$ cat config.mk
export PLATFORM = sky130hd
export DESIGN_NAME = hds_sqrt
export DESIGN_NICKNAME = d
export VERILOG_FILES = /design/src/design/hds_sqrt.sv
export SDC_FILE = /design/constraint.sdc
export NUM_CORES = 1
export LEC_CHECK = 0
export BUFFER_PORTS_ARGS = -buffer_cell sky130_fd_sc_hd__buf_2
export CAP_MARGIN = 25
export CORE_UTILIZATION = 40
export DETAILED_ROUTE_END_ITERATION = 6
export SYNTH_ARGS = -nofsm -noshare
export SYNTH_HDL_FRONTEND = slang
export SYNTH_SLANG_ARGS = --single-unit
export TNS_END_PERCENT = 20
$ cat constraint.sdc
create_clock -name i_clk -period 2.8 [get_ports i_clk]
set_input_delay 0 -clock i_clk [delete_from_list [all_inputs] [get_ports i_clk]]
set_output_delay 0 -clock i_clk [all_outputs]
set_load 0.03 [all_outputs]
$ cat src/design/hds_sqrt.sv
module hds_sqrt #(
    parameter int W = 32
) (
    input  logic           i_clk,
    input  logic           i_en,
    input  logic [W-1:0]   i_rad,
    output logic [W/2:0]   o_root
);
    localparam int H = W / 2;

    logic [W-1:0] r_x    [0:H-2];
    logic [H-1:0] r_root [0:H-1];
    logic [H+1:0] r_rem  [0:H-1];
    logic [H:0]   r_out;

    // One root bit per stage, two radicand bits shifted in each time
    for (genvar j = 0; j < H; j++) begin : g_step
        logic [W-1:0] x_in;
        logic [H-1:0] root_in;
        logic [H+1:0] rem_in;
        logic [H+1:0] rem_sh;
        logic [H+1:0] trial;
        if (j == 0) begin : g_first
            assign x_in    = i_rad;
            assign root_in = '0;
            assign rem_in  = '0;
        end else begin : g_next
            assign x_in    = r_x[j-1];
            assign root_in = r_root[j-1];
            assign rem_in  = r_rem[j-1];
        end
        assign rem_sh = {rem_in[H-1:0], x_in[W-1 -: 2]};
        assign trial  = {root_in, 2'b01};

        always_ff @(posedge i_clk) begin
            if (i_en) begin
                if (rem_sh >= trial) begin
                    r_rem[j]  <= rem_sh - trial;
                    r_root[j] <= {root_in[H-2:0], 1'b1};
                end else begin
                    r_rem[j]  <= rem_sh;
                    r_root[j] <= {root_in[H-2:0], 1'b0};
                end
            end
        end

        if (j < H - 1) begin : g_shift
            always_ff @(posedge i_clk) begin
                if (i_en) begin
                    r_x[j] <= {x_in[W-3:0], 2'b00};
                end
            end
        end
    end

    // Round to nearest: bump when the remainder exceeds the root
    always_ff @(posedge i_clk) begin
        if (i_en) begin
            if (r_rem[H-1] > (H+2)'(r_root[H-1])) begin
                r_out <= (H+1)'(r_root[H-1]) + (H+1)'(1);
            end else begin
                r_out <= (H+1)'(r_root[H-1]);
            end
        end
    end

    assign o_root = r_out;
endmodule

; ---- Yosys cells after proc, flatten, opt, wreduce, memory -nomap -nowiden
; Memory sizes are Yosys's and may differ from the RTL's.
; Cells that the tools add are included.
[classes]
n_addsub = 17
multipliers = 0
n_div = 0
n_lt_le_gt_ge = 17
n_eq_ne = 0
shifts = 0
n_mux = 131
bitwise_logic = 32
n_reduce_logical = 0
[op_table]
columns = op, n
row1 = $mux 18, 16
row2 = $mux 16, 17
row3 = $ge 18x18->1, 15
row4 = $sub 18x18->18, 15
row5 = $mux 1, 98
row6 = $or 1x1->1, 32
row7 = $gt 18x16->1, 1
row8 = $add 16x1->17 const B, 1
row9 = $sub 2x1->3 const B, 1
row10 = $ge 2x1->1 const B, 1
[totals]
regBits = 17
latchBits = 0
mem_bits_rw = 994
rom_bits = 0
output_inout_bits = 17
mem_count = 3
[memory_table]
columns = memory, depth, word_bits, rd, rd_clocked_by_memory_dff, write_ports, line_no
row1 = r_x, 15, 30, 15, 0, 15, 11  ; logic [W-1:0] r_x [0:H-2];
row2 = r_rem, 16, 18, 16, 0, 16, 13  ; logic [H+1:0] r_rem [0:H-1];
row3 = r_root, 16, 16, 16, 0, 16, 12  ; logic [H-1:0] r_root [0:H-1];

; ---- Longest topological paths before layout
; An unclocked memory read counts as a cell.
[depth]
depth_word = 6
ltp_mapped = 11
mapped_depth_nobuf = 10

; ---- Least setup slack after synthesis
; Ideal clock, no wire load.
[synth_timing]
path_kind = register -> register
start = memory r_rem[1][111] in the netlist's numbering
end = memory r_rem[1][136] in the netlist's numbering (data pin)
setup_time_ns = 0.260
arrival_time_ns = 2.355
required_ns = 2.540
path_slack_ns = 0.185
stages_incl_launch_ff = 10
cell_sequence = edfxtp_1 > ha_1 > nand4_1 > a211oi_1 > nor3_2 > o31ai_1 > o31ai_1 > nand2_2 > buf_2 > mux2_2
[synth_lines]
columns = item, line_no
row1 = start: declaration, 13

==> out/qor.csv <==
stage,metric,value,unit
die,Die W,276,um
synth,Mean Syn Cell Area,13.1,um^2
worst_setup_path,R2R setup slack,0.09,ns
worst_setup_path,cell family with most CP delay,compound AO/OA/AOI/OAI gates,
synth,Post-synth EDFFs,634,
worst_setup_path,CP Max Fanout,5,
final_layout,ANT cells,0,
synth,largest area contributor in the netlist,edfxtp_1,
grt,GR Overflow Total,0,
detailed_routing,DRC,0,
timing,minimum clock period,2.71,ns
synth,register area share after synthesis,63.4,%
detailed_routing,drt wl/cell,15.7,um
pwr,Max rail drop VDD,0.423,mV
timing,Fin. Hold Viols,0,
synth,asr flop ratio synth,0,%
clock_tree,"CTS clk-pin slew, worst paths",0.06,ns
pwr,Pleak,13.5,nW
grt,initial antenna violation count,0,
clock_tree,CTS root buffer,clkbuf_16,
final_layout,nets,2682,
die,row count,100,
final_layout,most frequent cells in the layout,"634 x edfxtp_1, 201 x inv_1, 172 x ha_1",
synth,Synth area leaders,"edfxtp_1 63%, ha_1 7.2%, xnor2_1 3.2%",
grt,largest net degree at the start of global routing,82,
detailed_routing,router iterations before antenna repair,5,
synth,"Cell Area, Synth",30100,um^2
worst_setup_path,Crit path buffers/inverters,0,
timing,slew margin rel.,39.1,%
synth,"flops & latches, synth",635,
synth,Syn Nets,2508,
clock_tree,Clock Path Buffers,3,
detailed_routing,vias,17600,
worst_setup_path,"Largest stage delay, worst path",0.40,ns
clock_tree,clk sinks,635,
timing,Final period util,96.8,%
synth,synth warn,0,
clock_tree,H-tree levels,3,
worst_setup_path,Worst path slowest cell,edfxtp_1,
clock_tree,clk_lat worst skew,0.61,ns
final_layout,"most common cell after layout, fill and taps aside",edfxtp_1,
grt,All-Layer GR Usage,14.4,%
timing,Peak Freq,369,MHz
grt,number of global-route vias before repair,17700,
timing,Worst Skew,0.0258,ns
die,IO Pins,51,
timing,unrepaired setup endpoints after global routing,yes,
final_layout,fill count,6457,
timing,Worst-Margin Slew,0.914,ns
min_path,Worst Hold Class,in -> reg,
detailed_routing,DR vias/cell,5.03,
detailed_routing,DRT antenna net count,0,
placement,gpl congestion,0.862,
grt,first-pass GRT wire length,89600,um
synth,cell count after synthesis,2302,
pwr,Tot Pwr,27.0,mW
die,area of the core,74400,um^2
synth,post-synth top area share,63.3,%
synth,Yosys cell types,76,
worst_setup_path,Worst EP required,3.17,ns
worst_setup_path,CP endpoint kind,register,
clock_tree,CTS tree,built,
die,Initial Utilization,40.4,%
worst_setup_path,crit start category,register,
final_layout,Layout Utilization,46.5,%
placement,I/O Buffers,50,
detailed_routing,Iter 0 DRT Violations,1185,
final_layout,area grow syn2layout,15.2,%
pwr,pwr dens,779,nW/um^2
worst_setup_path,CP Cell Sequence,ha_1 -> a21oi_1 -> nand2_1 -> o211ai_1 -> o221ai_1 -> or3b_1 -> a31oi_1 -> mux2_2,
worst_setup_path,Crit Path Category,reg -> reg,
job,max_cap viols,0,
worst_setup_path,CP arrival,3.08,ns
timing,final slew viol count,0,
detailed_routing,Post-Route WL,54700,um
die,die area,76300,um^2
clock_tree,Num CTS Buffers,72,
die,Die H,276,um
final_layout,share of layout cells above drive strength 1,12.4,%
timing,# setup viols final,0,
synth,"Primary FF master, synth",edfxtp_1,
run_status,outcome,completed,
placement,hpwl dp,38900,um
[synthesized netlist by cell type (6+ instances only)]
| master | number |
|---|---|
| or2_2 | 11 |
| nand2b_1 | 27 |
| nor4b_1 | 7 |
| nand3_1 | 38 |
| buf_2 | 8 |
| a211o_1 | 7 |
| and3_1 | 13 |
| nor4_1 | 34 |
| xor2_1 | 81 |
| inv_1 | 201 |
| o211ai_1 | 13 |
| nor3_1 | 44 |
| clkbuf_1 | 36 |
| xnor2_1 | 111 |
| a31oi_1 | 10 |
| edfxtp_1 | 634 |
| o31ai_1 | 9 |
| mux2i_1 | 8 |
| a21oi_1 | 136 |
| a21o_1 | 40 |
| o21ai_0 | 95 |
| nor2_1 | 158 |
| ha_1 | 172 |
| mux2_2 | 54 |
| a211oi_1 | 11 |
| or3_1 | 25 |
| nand2_1 | 121 |
| nand4_1 | 22 |
| and2_1 | 12 |
| o21bai_1 | 7 |
| or4_1 | 8 |
| o22ai_1 | 6 |
| nor2b_1 | 24 |
| o21a_1 | 43 |
[path summary, 6_finish.rpt]
check                                   start             to  depth (start not counted)
worst max-delay path            r_rem[1][109]  r_rem[1][143]                          8
worst min-delay path                i_rad[26]     r_x[0][26]                          2
worst min register to register    r_x[0][102]    r_x[0][134]                          0
worst max register to register  r_rem[1][109]  r_rem[1][143]                          8
[kinds of logic (layout without fill, tap and decap cells)]
family | count (synthesis) | in the layout | share of synthesized area [%]
and+or+nand+nor | 577 | 577 | 9.81
muxes | 64 | 64 | 2.39
buffers and inverters | 248 | 473 | 3.16
xor gates and xnor gates | 192 | 192 | 5.59
adders and majority gates | 172 | 172 | 7.16
AOI/OAI and AO/OA | 414 | 414 | 8.52
DFF | 635 | 635 | 63.4
[worst register-to-register path, cell delays in order, from the launching register on]
cell and delay, ns:
edfxtp_1 0.40, ha_1 0.37, a21oi_1 0.17, nand2_1 0.10, o211ai_1 0.31, o221ai_1 0.19
or3b_1 0.39, a31oi_1 0.19, mux2_2 0.35
[final cells by class]
class                           instances  area (um^2)  area share (%)
Inverter                              202          761            2.20
Clock buffer                           86         1890            5.44
Tap cell                              969         1210            3.50
Sequential cell                       635        19100            55.0
Timing Repair Buffer                  146         1120            3.24
Clock inverter                         39          455            1.31
Multi-Input combinational cell       1419        10100            29.3
[per-stage QoR]
step / instances / hold slack, ns / area, um^2 / setup WS [ns] / setup TNS (ns)
6_report: 3496 / 0.0908 / 34600 / 0.0884 / 0
5_1_grt: 3496 / 0.0713 / 34600 / -0.0704 / -0.453
4_1_cts: 3495 / 0.0508 / 34500 / 0.0101 / 0
3_5_place_dp: 3336 / 0.178 / 31900 / -0.0241 / -0.0524
3_3_place_gp: 3336 / 0.177 / 31900 / -0.00687 / -0.0126
2_1_floorplan: 2302 / 0.0989 / 30100 / 0.185 / 0
[per-layer routing]
layer  wire (um)  track usage [%]  up-vias
met2       24500             22.8      320
met4        1420             5.27        0
met3        2220             2.43       97
li1            -                -     8826
met5           0                0        -
met1       26600             20.0     8330
[state kept, by name, summed over array words and instances, names as in the netlist]
register,cells
r_x,240
o_root,17
r_rem,242
r_root,136
[repair_timing]
action                     CTS  global route
pin swaps                    0             4
setup buffers                0             1
hold buffers                34             0
setup endpoints to repair    5            67
gates resized for setup      1            21
gates cloned                 0             0
hold endpoints to repair    64             0
[report_power, final]
group	internal, mW	total [mW]	switching [mW]	leakage (nW)
Sequential	12.0	12.7	0.671	6.11
Clock	5.56	9.24	3.68	1.14
Combinational	2.37	5.09	2.72	6.22
No activity file was read; power rests on OpenSTA's default activity.
