## src/design/hds_div.sv

```systemverilog
module hds_div #(
    parameter int FRAC_BITS = 15,
    parameter int VW = 17,
    parameter int LW = 17
) (
    input  logic                     i_clk,
    input  logic                     i_en,
    input  logic signed [VW-1:0]     i_val,
    input  logic [LW-1:0]            i_len,
    output logic signed [FRAC_BITS+1:0] o_q
);
    localparam int Q  = FRAC_BITS + 1;
    localparam int NW = VW + FRAC_BITS + 1;

    logic [VW-1:0] w_mag;
    logic [NW-1:0] w_num;

    logic [LW:0]   r_rem  [0:Q-1];
    logic [Q-1:0]  r_lo   [0:Q];
    logic [LW-1:0] r_len  [0:Q-1];
    logic          r_neg  [0:Q];
    logic          r_zero [0:Q];
    logic signed [FRAC_BITS+1:0] r_q;

    // Scale the magnitude and add half the divisor for rounding
    assign w_mag = i_val[VW-1] ? VW'(-i_val) : VW'(i_val);
    assign w_num = (NW'(w_mag) << FRAC_BITS) + NW'(i_len >> 1);

    always_ff @(posedge i_clk) begin
        if (i_en) begin
            r_rem[0]  <= (LW+1)'(w_num >> Q);
            r_lo[0]   <= Q'(w_num);
            r_len[0]  <= i_len;
            r_neg[0]  <= i_val[VW-1];
            r_zero[0] <= (i_len == '0);
        end
    end

    // Restoring division, one quotient bit per stage
    for (genvar j = 1; j <= Q; j++) begin : g_step
        logic [LW:0] rem_sh;
        logic        ge;
        assign rem_sh = {r_rem[j-1][LW-1:0], r_lo[j-1][Q-1]};
        assign ge     = (rem_sh >= {1'b0, r_len[j-1]});

        always_ff @(posedge i_clk) begin
            if (i_en) begin
                r_lo[j]   <= {r_lo[j-1][Q-2:0], ge};
                r_neg[j]  <= r_neg[j-1];
                r_zero[j] <= r_zero[j-1];
            end
        end

        if (j < Q) begin : g_carry
            always_ff @(posedge i_clk) begin
                if (i_en) begin
                    r_rem[j] <= ge ? (rem_sh - {1'b0, r_len[j-1]}) : rem_sh;
                    r_len[j] <= r_len[j-1];
                end
            end
        end
    end

    // Restore the sign, drop the result for a zero length
    always_ff @(posedge i_clk) begin
        if (i_en) begin
            if (r_zero[Q]) begin
                r_q <= '0;
            end else if (r_neg[Q]) begin
                r_q <= -$signed({1'b0, r_lo[Q]});
            end else begin
                r_q <= $signed({1'b0, r_lo[Q]});
            end
        end
    end

    assign o_q = r_q;
endmodule

```

## config.mk

```make
export PLATFORM = sky130hd
export DESIGN_NAME = hds_div
export DESIGN_NICKNAME = d
export VERILOG_FILES = /design/src/design/hds_div.sv
export SDC_FILE = /design/constraint.sdc
export NUM_CORES = 1
export LEC_CHECK = 0
export ABC_AREA = 1
export BUFFER_PORTS_ARGS = -buffer_cell sky130_fd_sc_hd__buf_2
export CORE_MARGIN = 2
export CORE_UTILIZATION = 64
export DETAILED_ROUTE_END_ITERATION = 8
export PLACE_DENSITY = 0.81
export SYNTH_ARGS = -nofsm -noshare
export SYNTH_HDL_FRONTEND = slang
export SYNTH_SLANG_ARGS = --single-unit
```

## constraint.sdc

```tcl
create_clock -name i_clk -period 3.2 [get_ports i_clk]
set_input_delay 0.64 -clock i_clk [delete_from_list [all_inputs] [get_ports i_clk]]
set_output_delay 0.64 -clock i_clk [all_outputs]
set_load 0.05 [all_outputs]
```

# ---- Word level (Yosys, flattened, before mapping)
# Memories as Yosys holds them, arrays and structs flattened.
# Cells that the tools add are included.
dict set report totals {
  ff_bits 17
  mem_bits_rw 866
  mem_count 5
}
dict set report op_classes {
  addsub 18
  muxes 19
  bitwise_logic 1
  n_reduce_logical 2
  n_lt_le_gt_ge 16
}
# memory words word_bits read_ports rd_ports_with_merged_regs wr line
set memory_table {}
lappend memory_table {r_rem 16 18 16 0 16 18} ;# logic [LW:0] r_rem [0:Q-1];
lappend memory_table {r_len 16 17 16 0 16 20} ;# logic [LW-1:0] r_len [0:Q-1];
lappend memory_table {r_lo 17 16 17 0 17 19} ;# logic [Q-1:0] r_lo [0:Q];
lappend memory_table {r_neg 17 1 17 0 17 21} ;# logic r_neg [0:Q];
lappend memory_table {r_zero 17 1 17 0 17 22} ;# logic r_zero [0:Q];
# operator count
set op_table {}
lappend op_table {{greater-or-equal comparator 18 x 17 -> 1 bit} 16}
lappend op_table {{two-way mux 18 bit} 15}
lappend op_table {{subtractor 18 x 17 -> 18 bit} 15}
lappend op_table {{adder 32 x 16 -> 33 bit} 1}
lappend op_table {{logical NOT 17 bit} 1}
lappend op_table {{two-way mux 17 bit} 1}
lappend op_table {{negator 16 -> 17 bit} 1}
lappend op_table {{negator 17 bit} 1}
lappend op_table {{two-way mux 16 bit} 1}
lappend op_table {{two-way mux 1 bit} 2}
lappend op_table {{OR reduction 2 bit} 1}
lappend op_table {{inverter 1 bit} 1}

# ---- Longest topological paths before layout
# Gate-level depths: netlist of run 1.
dict set report depth {
  depth_word 3
  mapped_depth 15
  depth_no_buf 14
}

# ---- Worst setup path before layout of run 1
# No wires, ideal clock.
dict set report synth_timing {
  path_type {reg2reg}
  from {mem r_len[2][14] (netlist: r_len[0][48])}
  to {mem r_rem[0][57] in the netlist's numbering, data pin}
  arrival_ns 1.980
  period_less_slack_ns 2.232
  path_slack_ns 0.968
  required_time_ns 2.947
  path_stages_with_launch 15
  n_path_buf 1
  setup_ns 0.253
  cell_sequence {edfxtp_1 -> inv_1 -> ha_1 -> inv_1 -> fa_1 -> inv_1 -> o21ai_2 -> a21o_1 -> nand3_1 -> nand2_1 -> nand2_2 -> nand2_4 -> buf_6 -> nand2_1 -> nand2_1}
}
# element line
set synth_lines {}
lappend synth_lines {{from (decl)} 20}
lappend synth_lines {{to (decl)} 18}

==> qor.csv, run 1 <==
stage,metric,value,unit
power,Pleak,20.7,nW
sta,highest clock rate,0.359,GHz
worst_hold_path,hold path startpoint,i_len[14],
global_routing,initial antenna violation count,0,
finish,ant diodes,0,
finish,Fillers,4712,
die,number of I/O pins,53,
clock_tree,"Hold-fix buffers, CTS",0,
sta,Final setup viols,0,
finish,Multi-input gate area,17000,um2
clock_tree,clk buf depth,3,
finish,"most common cell after layout, fill and taps aside",nand2_1,
sta,Pins Over Slew Limit,0,
flow_run,max cap viols,0,
die,die area,66800,um2
synth,Syn Area/Cell,9.77,um2
routing,via count,30100,
finish,"commonest cells after routing, fill and taps aside","nand2_1, edfxtp_1, inv_1",
global_routing,met3 Use GR,3.67,%
routing,drt first pass iters,8,
routing,wire per inst,17.8,um
routing,WL final,93900,um
clock_tree,PostCTS Resize Cnt,0,
finish,layout cells sized above 1,7.73,%
synth,"Net Count, Synth",4567,
worst_hold_path,Hold Crit Class,in2reg,
sta,Fin Setup TNS,0,ns
sta,Worst Skew,0.0187,ns
critical_path,Critical R2R Launch,r_len[0][48]$_DFFE_PP_,
critical_path,Critical Path AT,3.15,ns
synth,sequential-to-total area share from yosys stat,53.1,%
clock_tree,CTS tree,built,
finish,Area Overhead vs Synth,9.57,%
global_routing,first-pass GRT wire length,150000,um
power,total chip power,0.0429,W
clock_tree,Num CTS Buffers,78,
routing,routed vias/inst,5.73,
global_routing,Most Crowded Layer GR,met2,
sta,RSZ-0062 raised after global routing,no,
die,chip width,258,um
critical_path,Critical path origin,r_len[0][48]$_DFFE_PP_,
die,std cell rows,93,
die,core area,64200,um2
synth,Synth Flop Type,edfxtp_1,
routing,Post-DRT Antenna Nets,0,
die,Initial Utilization,64.5,%
sta,Rel. slew slack,39.3,%
finish,Nets,4677,
place,placed inst area,42700,um2
synth,number of library cell types mapped by synthesis,55,
synth,"Cell Area, Synth",41400,um2
sta,crit share post-route,87.1,%
global_routing,vias in the first global route,29500,
clock_tree,Num Clock Sinks,732,
global_routing,gr ovfl total,0,
clock_tree,H-Tree Depth,3,
sta,fin crit period,2.79,ns
clock_tree,"Reg clk slew, reported paths",0.06,ns
sta,Worst Max-Slew Pin Slew,0.911,ns
global_routing,met2 usage,47.9,%
clock_tree,worst skew pair latency,0.63,ns
synth,Cells after Synth,4240,
routing,# DRC,0,
outcome,status,completed,
critical_path,Worst Path Max Fanout,19,
global_routing,met1 usage,37.1,%
critical_path,"slowest stage delay, CP",0.42,ns
critical_path,Worst path most repeated cell,inv_1,
critical_path,critical path type,reg2reg,
critical_path,CP top delay family,simple AND/OR/NAND/NOR gates,
critical_path,critical path cell sequence,inv_1 -> ha_1 -> inv_1 -> fa_1 -> inv_1 -> o21ai_2 -> a21o_1 -> nand3_1 -> nand2_1 -> nand2_2 -> nand2_4 -> nand3_1 -> nand2_1,
finish,register area,22000,um2
routing,DR iter-0 viols,2641,
place,Routability Congestion,0.966,
synth,"FF+latch count, synth",732,
synth,Yosys warning total,0,
global_routing,Global Route Usage Sum,28.3,%
critical_path,sum of buffers and inverters on the critical path,3,
sta,final hold vios,0,
die,Die Y,258,um
power,Power Density,945,nW/um2
synth,"Async S/R FF share, synth",0,%
clock_tree,# Post-CTS Setup Buffers,0,
critical_path,CP startpoint kind,register,
clock_tree,clk root buf,clkbuf_16,
critical_path,CP endpoint kind,register,
finish,Finished Cell Area,45400,um2
place,Port Buffers,52,
power,Worst VDD drop,0.000557,V
place,hpwl dp,69900,um
global_routing,largest net degree at the start of global routing,91,
synth,Post-synth EDFFs,732,
critical_path,Worst Path Required,3.56,ns
critical_path,critical path's slowest cell,fa_1,
[Yosys cell counts (47+ instances only)]
library cell,instances,share of area (%)
nor3_1,47,0.57
inv_1,532,4.8
nand3_1,462,5.6
nand2_2,56,0.85
edfxtp_1,732,53
ha_1,276,8.3
nand2_1,1045,9.5
a21oi_1,253,3.1
o21ai_0,84,1.0
xor2_1,143,3.0
nor2_1,242,2.2
a21o_1,61,1.1
[where the power goes]
part / leakage [nW] / internal, W / switching (W)
logic: 12.2 / 0.00650 / 0.0116
registers: 7.19 / 0.0138 / 0.00161
clock network: 1.28 / 0.00562 / 0.00376
total: 20.7 / 0.0259 / 0.0170
[cell type report]
cell class                 instances  share of cell area, %
multi-input combinational       2921                   37.5
timing repair buffer              80                   1.36
clock inverter                    49                   1.31
inverter                         537                   4.44
clock buffer                      92                   4.56
tap                              855                   2.36
sequential                       732                   48.4
[cell families after synthesis]
group           after synthesis  synth area share (%)
buf+inv                     587                  5.80
fa+ha+maj                   291                  9.06
other cells                   1               0.00905
xor+xnor                    185                  3.95
compound gates              461                  6.74
flops                       732                  53.1
simple gates               1983                  21.4
[worst paths after layout]
| kind | to | slack, ns | depth (start not counted) |
|---|---|---|---|
| worst max-delay path | r_rem[0][63]$_DFFE_PP_ | 0.41 | 13 |
| worst min-delay path | r_len[0][14]$_DFFE_PP_ | 0.21 | 1 |
| worst max register to register | r_rem[0][63]$_DFFE_PP_ | 0.41 | 13 |
| worst min register to register | r_lo[0][152]$_DFFE_PP_ | 0.41 | 0 |
[sequential cells by signal (all words and copies together) (netlist names)]
signal,flops
o_q,17
r_rem,272
r_zero,17
r_lo,137
r_neg,17
r_len,272
[metrics by stage]
stage | worst slack (ns) | instances | hold WS, ns | util (%)
final | 0.412 | 5266 | 0.212 | 70.7
after global routing | 0.229 | 5266 | 0.204 | 70.7
after CTS | 0.433 | 5266 | 0.183 | 70.7
after detailed placement | 0.438 | 5125 | 0.405 | 66.5
after global placement | 0.514 | 5125 | 0.401 | 66.5
after floorplan | 0.968 | 4240 | 0.400 | -
[per-layer routing]
layer	part of all wire (%)	wire length (um)
met1	42	39200
met4	3.7	3450
met2	48	45200
met3	6.4	6010
met5	0	0
No activity file was read; power rests on OpenSTA's default activity.
==> run 2: changes to the inputs <==
--- a/config.mk
+++ b/config.mk
@@ -7,10 +7,12 @@
 export LEC_CHECK = 0
 export ABC_AREA = 1
 export BUFFER_PORTS_ARGS = -buffer_cell sky130_fd_sc_hd__buf_2
+export CELL_PAD_IN_SITES_DETAIL_PLACEMENT = 0
+export CELL_PAD_IN_SITES_GLOBAL_PLACEMENT = 1
 export CORE_MARGIN = 2
-export CORE_UTILIZATION = 64
+export CORE_UTILIZATION = 51
 export DETAILED_ROUTE_END_ITERATION = 8
-export PLACE_DENSITY = 0.81
+export PLACE_DENSITY_LB_ADDON = 0.1
 export SYNTH_ARGS = -nofsm -noshare
 export SYNTH_HDL_FRONTEND = slang
 export SYNTH_SLANG_ARGS = --single-unit
==> run 2 against run 1 <==
Utilization fell by 14 points. First-iteration DRC count decreased by 20%. Global-route usage is 4.6 points lower. Via count fell by 3.2%. Clock skew increased by 0.0077 ns. Worst setup slack lost 0.075 ns. Final area up 0.77%. Routed wire length rose by 4.8%. Count of clock-buffer cells in the layout grew 7. Non-clock buffer count up 9. Sequential power is essentially flat.
==> qor.csv, run 2 (synthesis gave the netlist of run 1 again) <==
stage,metric,value,unit,change
outcome,status,completed,,
critical_path,CP startpoint kind,register,,
sta,fin crit period,2.86,ns,+0.0747 ns
critical_path,Worst Path Required,3.56,ns,about the same
finish,Multi-input gate area,17000,um2,unchanged
routing,drt first pass iters,5,,-3
clock_tree,clk buf depth,3,,unchanged
finish,fin util,56.9,%,-14 points
place,Routability Congestion,0.888,,-8.1%
finish,Area Overhead vs Synth,10.4,%,
global_routing,Global Route Usage Sum,23.7,%,-4.6 points
power,Sw Share,39.9,%,+0.36 points
routing,WL final,98400,um,+4.8%
power,Worst VDD drop,0.000454,V,-19%
routing,via count,29200,,-3.2%
finish,Nets,4689,,+0.26%
critical_path,critical path type,reg2reg,,
power,Switch Pwr,0.0172,W,+1.1%
place,Post-Place Cells,5339,,+4.2%
finish,Finished Layout Cells,5489,,+4.2%
critical_path,Critical Path AT,3.23,ns,+0.08 ns
sta,highest clock rate,0.349,GHz,-2.6%
finish,"most common cell after layout, fill and taps aside",nand2_1,,
clock_tree,H-Tree Depth,3,,unchanged
finish,Fillers,7097,,+51%
critical_path,critical path's slowest cell,edfxtp_1,,
sta,Rel. slew slack,35.8,%,-3.5 points
routing,Post-DRT Antenna Nets,0,,unchanged
sta,Fin Setup TNS,0,ns,unchanged
clock_tree,Num Clock Sinks,732,,unchanged
clock_tree,Num CTS Buffers,81,,+3.8%
sta,Worst Max-Slew Pin Slew,0.964,ns,+0.0528 ns
global_routing,vias in the first global route,27900,,-5.6%
finish,"commonest cells after routing, fill and taps aside","nand2_1, edfxtp_1, inv_1",,
critical_path,CP top delay family,simple AND/OR/NAND/NOR gates,,
finish,ant diodes,0,,unchanged
sta,RSZ-0062 raised after global routing,no,,
sta,Final setup viols,0,,unchanged
routing,wire per inst,17.9,um,+0.57%
die,number of I/O pins,53,,unchanged
place,Port Buffers,52,,unchanged
sta,crit share post-route,89.5,%,+2.3 points
global_routing,first-pass GRT wire length,154000,um,+2.7%
power,Clk pwr share,21.7,%,-0.2 points
global_routing,gr ovfl total,0,,unchanged
flow_run,max cap viols,0,,unchanged
clock_tree,worst skew pair latency,0.63,ns,about the same
finish,layout cells sized above 1,7.95,%,+0.22 points
place,hpwl dp,75400,um,+7.8%
clock_tree,CTS tree,built,,
critical_path,Worst path most repeated cell,inv_1,,
finish,register area,22000,um2,unchanged
power,internal power,0.0258,W,-0.45%
clock_tree,# Post-CTS Setup Buffers,0,,unchanged
clock_tree,"Hold-fix buffers, CTS",0,,unchanged
clock_tree,"Reg clk slew, reported paths",0.06,ns,about the same
sta,Pins Over Slew Limit,0,,unchanged
die,Initial Utilization,51.5,%,-13 points
global_routing,largest net degree at the start of global routing,75,,-18%
die,std cell rows,104,,+12%
critical_path,CP endpoint kind,register,,
global_routing,initial antenna violation count,2,,+2
die,core area,80400,um2,+25%
die,chip width,289,um,+12%
critical_path,Worst Path Max Fanout,19,,unchanged
die,die area,83500,um2,+25%
die,Die Y,289,um,+12%
worst_hold_path,Hold Crit Class,in2reg,,
clock_tree,clk root buf,clkbuf_16,,
routing,# DRC,0,,unchanged
power,Sequential Power Share,35.8,%,about the same
critical_path,"slowest stage delay, CP",0.40,ns,-0.02 ns
clock_tree,PostCTS Resize Cnt,0,,unchanged
routing,DR iter-0 viols,2124,,-20%
sta,Worst Skew,0.0264,ns,+0.00769 ns
critical_path,sum of buffers and inverters on the critical path,3,,unchanged
power,Power Density,940,nW/um2,-0.61%
critical_path,critical path cell sequence,inv_1 -> ha_1 -> inv_1 -> fa_1 -> inv_1 -> o21ai_2 -> a21o_1 -> nand3_1 -> nand2_1 -> nand2_2 -> nand2_4 -> nand3_1 -> nand2_1,,
routing,routed vias/inst,5.31,,-7.2%
sta,final hold vios,0,,unchanged
power,Pleak,20.7,nW,+0.26%
finish,biggest regs,"r_len x272, r_rem x272, r_lo x137",,
power,Combinational Power Share,42.4,%,+0.2 points
==> run 2: worst paths after layout <==
check | start | endpoint | slack [ns] | depth (start not counted)
setup / recovery | r_len[0][48]$_DFFE_PP_ | r_rem[0][68]$_DFFE_PP_ | 0.34 | 13
setup reg to reg | r_len[0][48]$_DFFE_PP_ | r_rem[0][68]$_DFFE_PP_ | 0.34 | 13
hold / removal | i_len[13] | r_len[0][13]$_DFFE_PP_ | 0.21 | 1
hold reg to reg | r_lo[0][200]$_DFFE_PP_ | r_lo[0][217]$_DFFE_PP_ | 0.41 | 0
==> run 2: cell type report <==
cell class,count,area share [%]
clock inverters,51,1.06
flip-flops and latches,732,48.1
inverters,537,4.41
multi-input cells,2921,37.3
repair buffers,89,1.55
clock buffers,99,4.77
well taps,1060,2.90
==> run 2: stage by stage <==
stage | power, W | area (um2) | hold slack, ns | worst slack [ns]
CTS | 0.0432 | 45700 | 0.171 | 0.363
global placement | 0.0336 | 43100 | 0.400 | 0.332
detailed placement | 0.0337 | 43100 | 0.405 | 0.347
global route | 0.0463 | 45700 | 0.183 | 0.110
finish | 0.0430 | 45700 | 0.208 | 0.337
floorplan | 0.0290 | 41400 | 0.400 | 0.968
==> run 2: per-layer routing <==
layer / wire, um / up-vias / track usage, % / share of wire, %
met5: 0 / - / 0 / 0
met4: 2130 / 0 / 6.22 / 2.2
met3: 4300 / 119 / 2.53 / 4.4
met2: 44400 / 624 / 37.6 / 45
met1: 47500 / 13700 / 34.8 / 48
li1: - / 14800 / - / -
==> run 2: power by group through the flow <==
stage	clock [W]	sequential [W]	combinational (W)
6_report	0.00933	0.0154	0.0182
5_1_grt	0.00992	0.0156	0.0208
4_1_cts	0.00956	0.0154	0.0182
3_5_place_dp	0	0.0156	0.0181
3_3_place_gp	0	0.0156	0.0180
2_1_floorplan	0	0.0147	0.0142
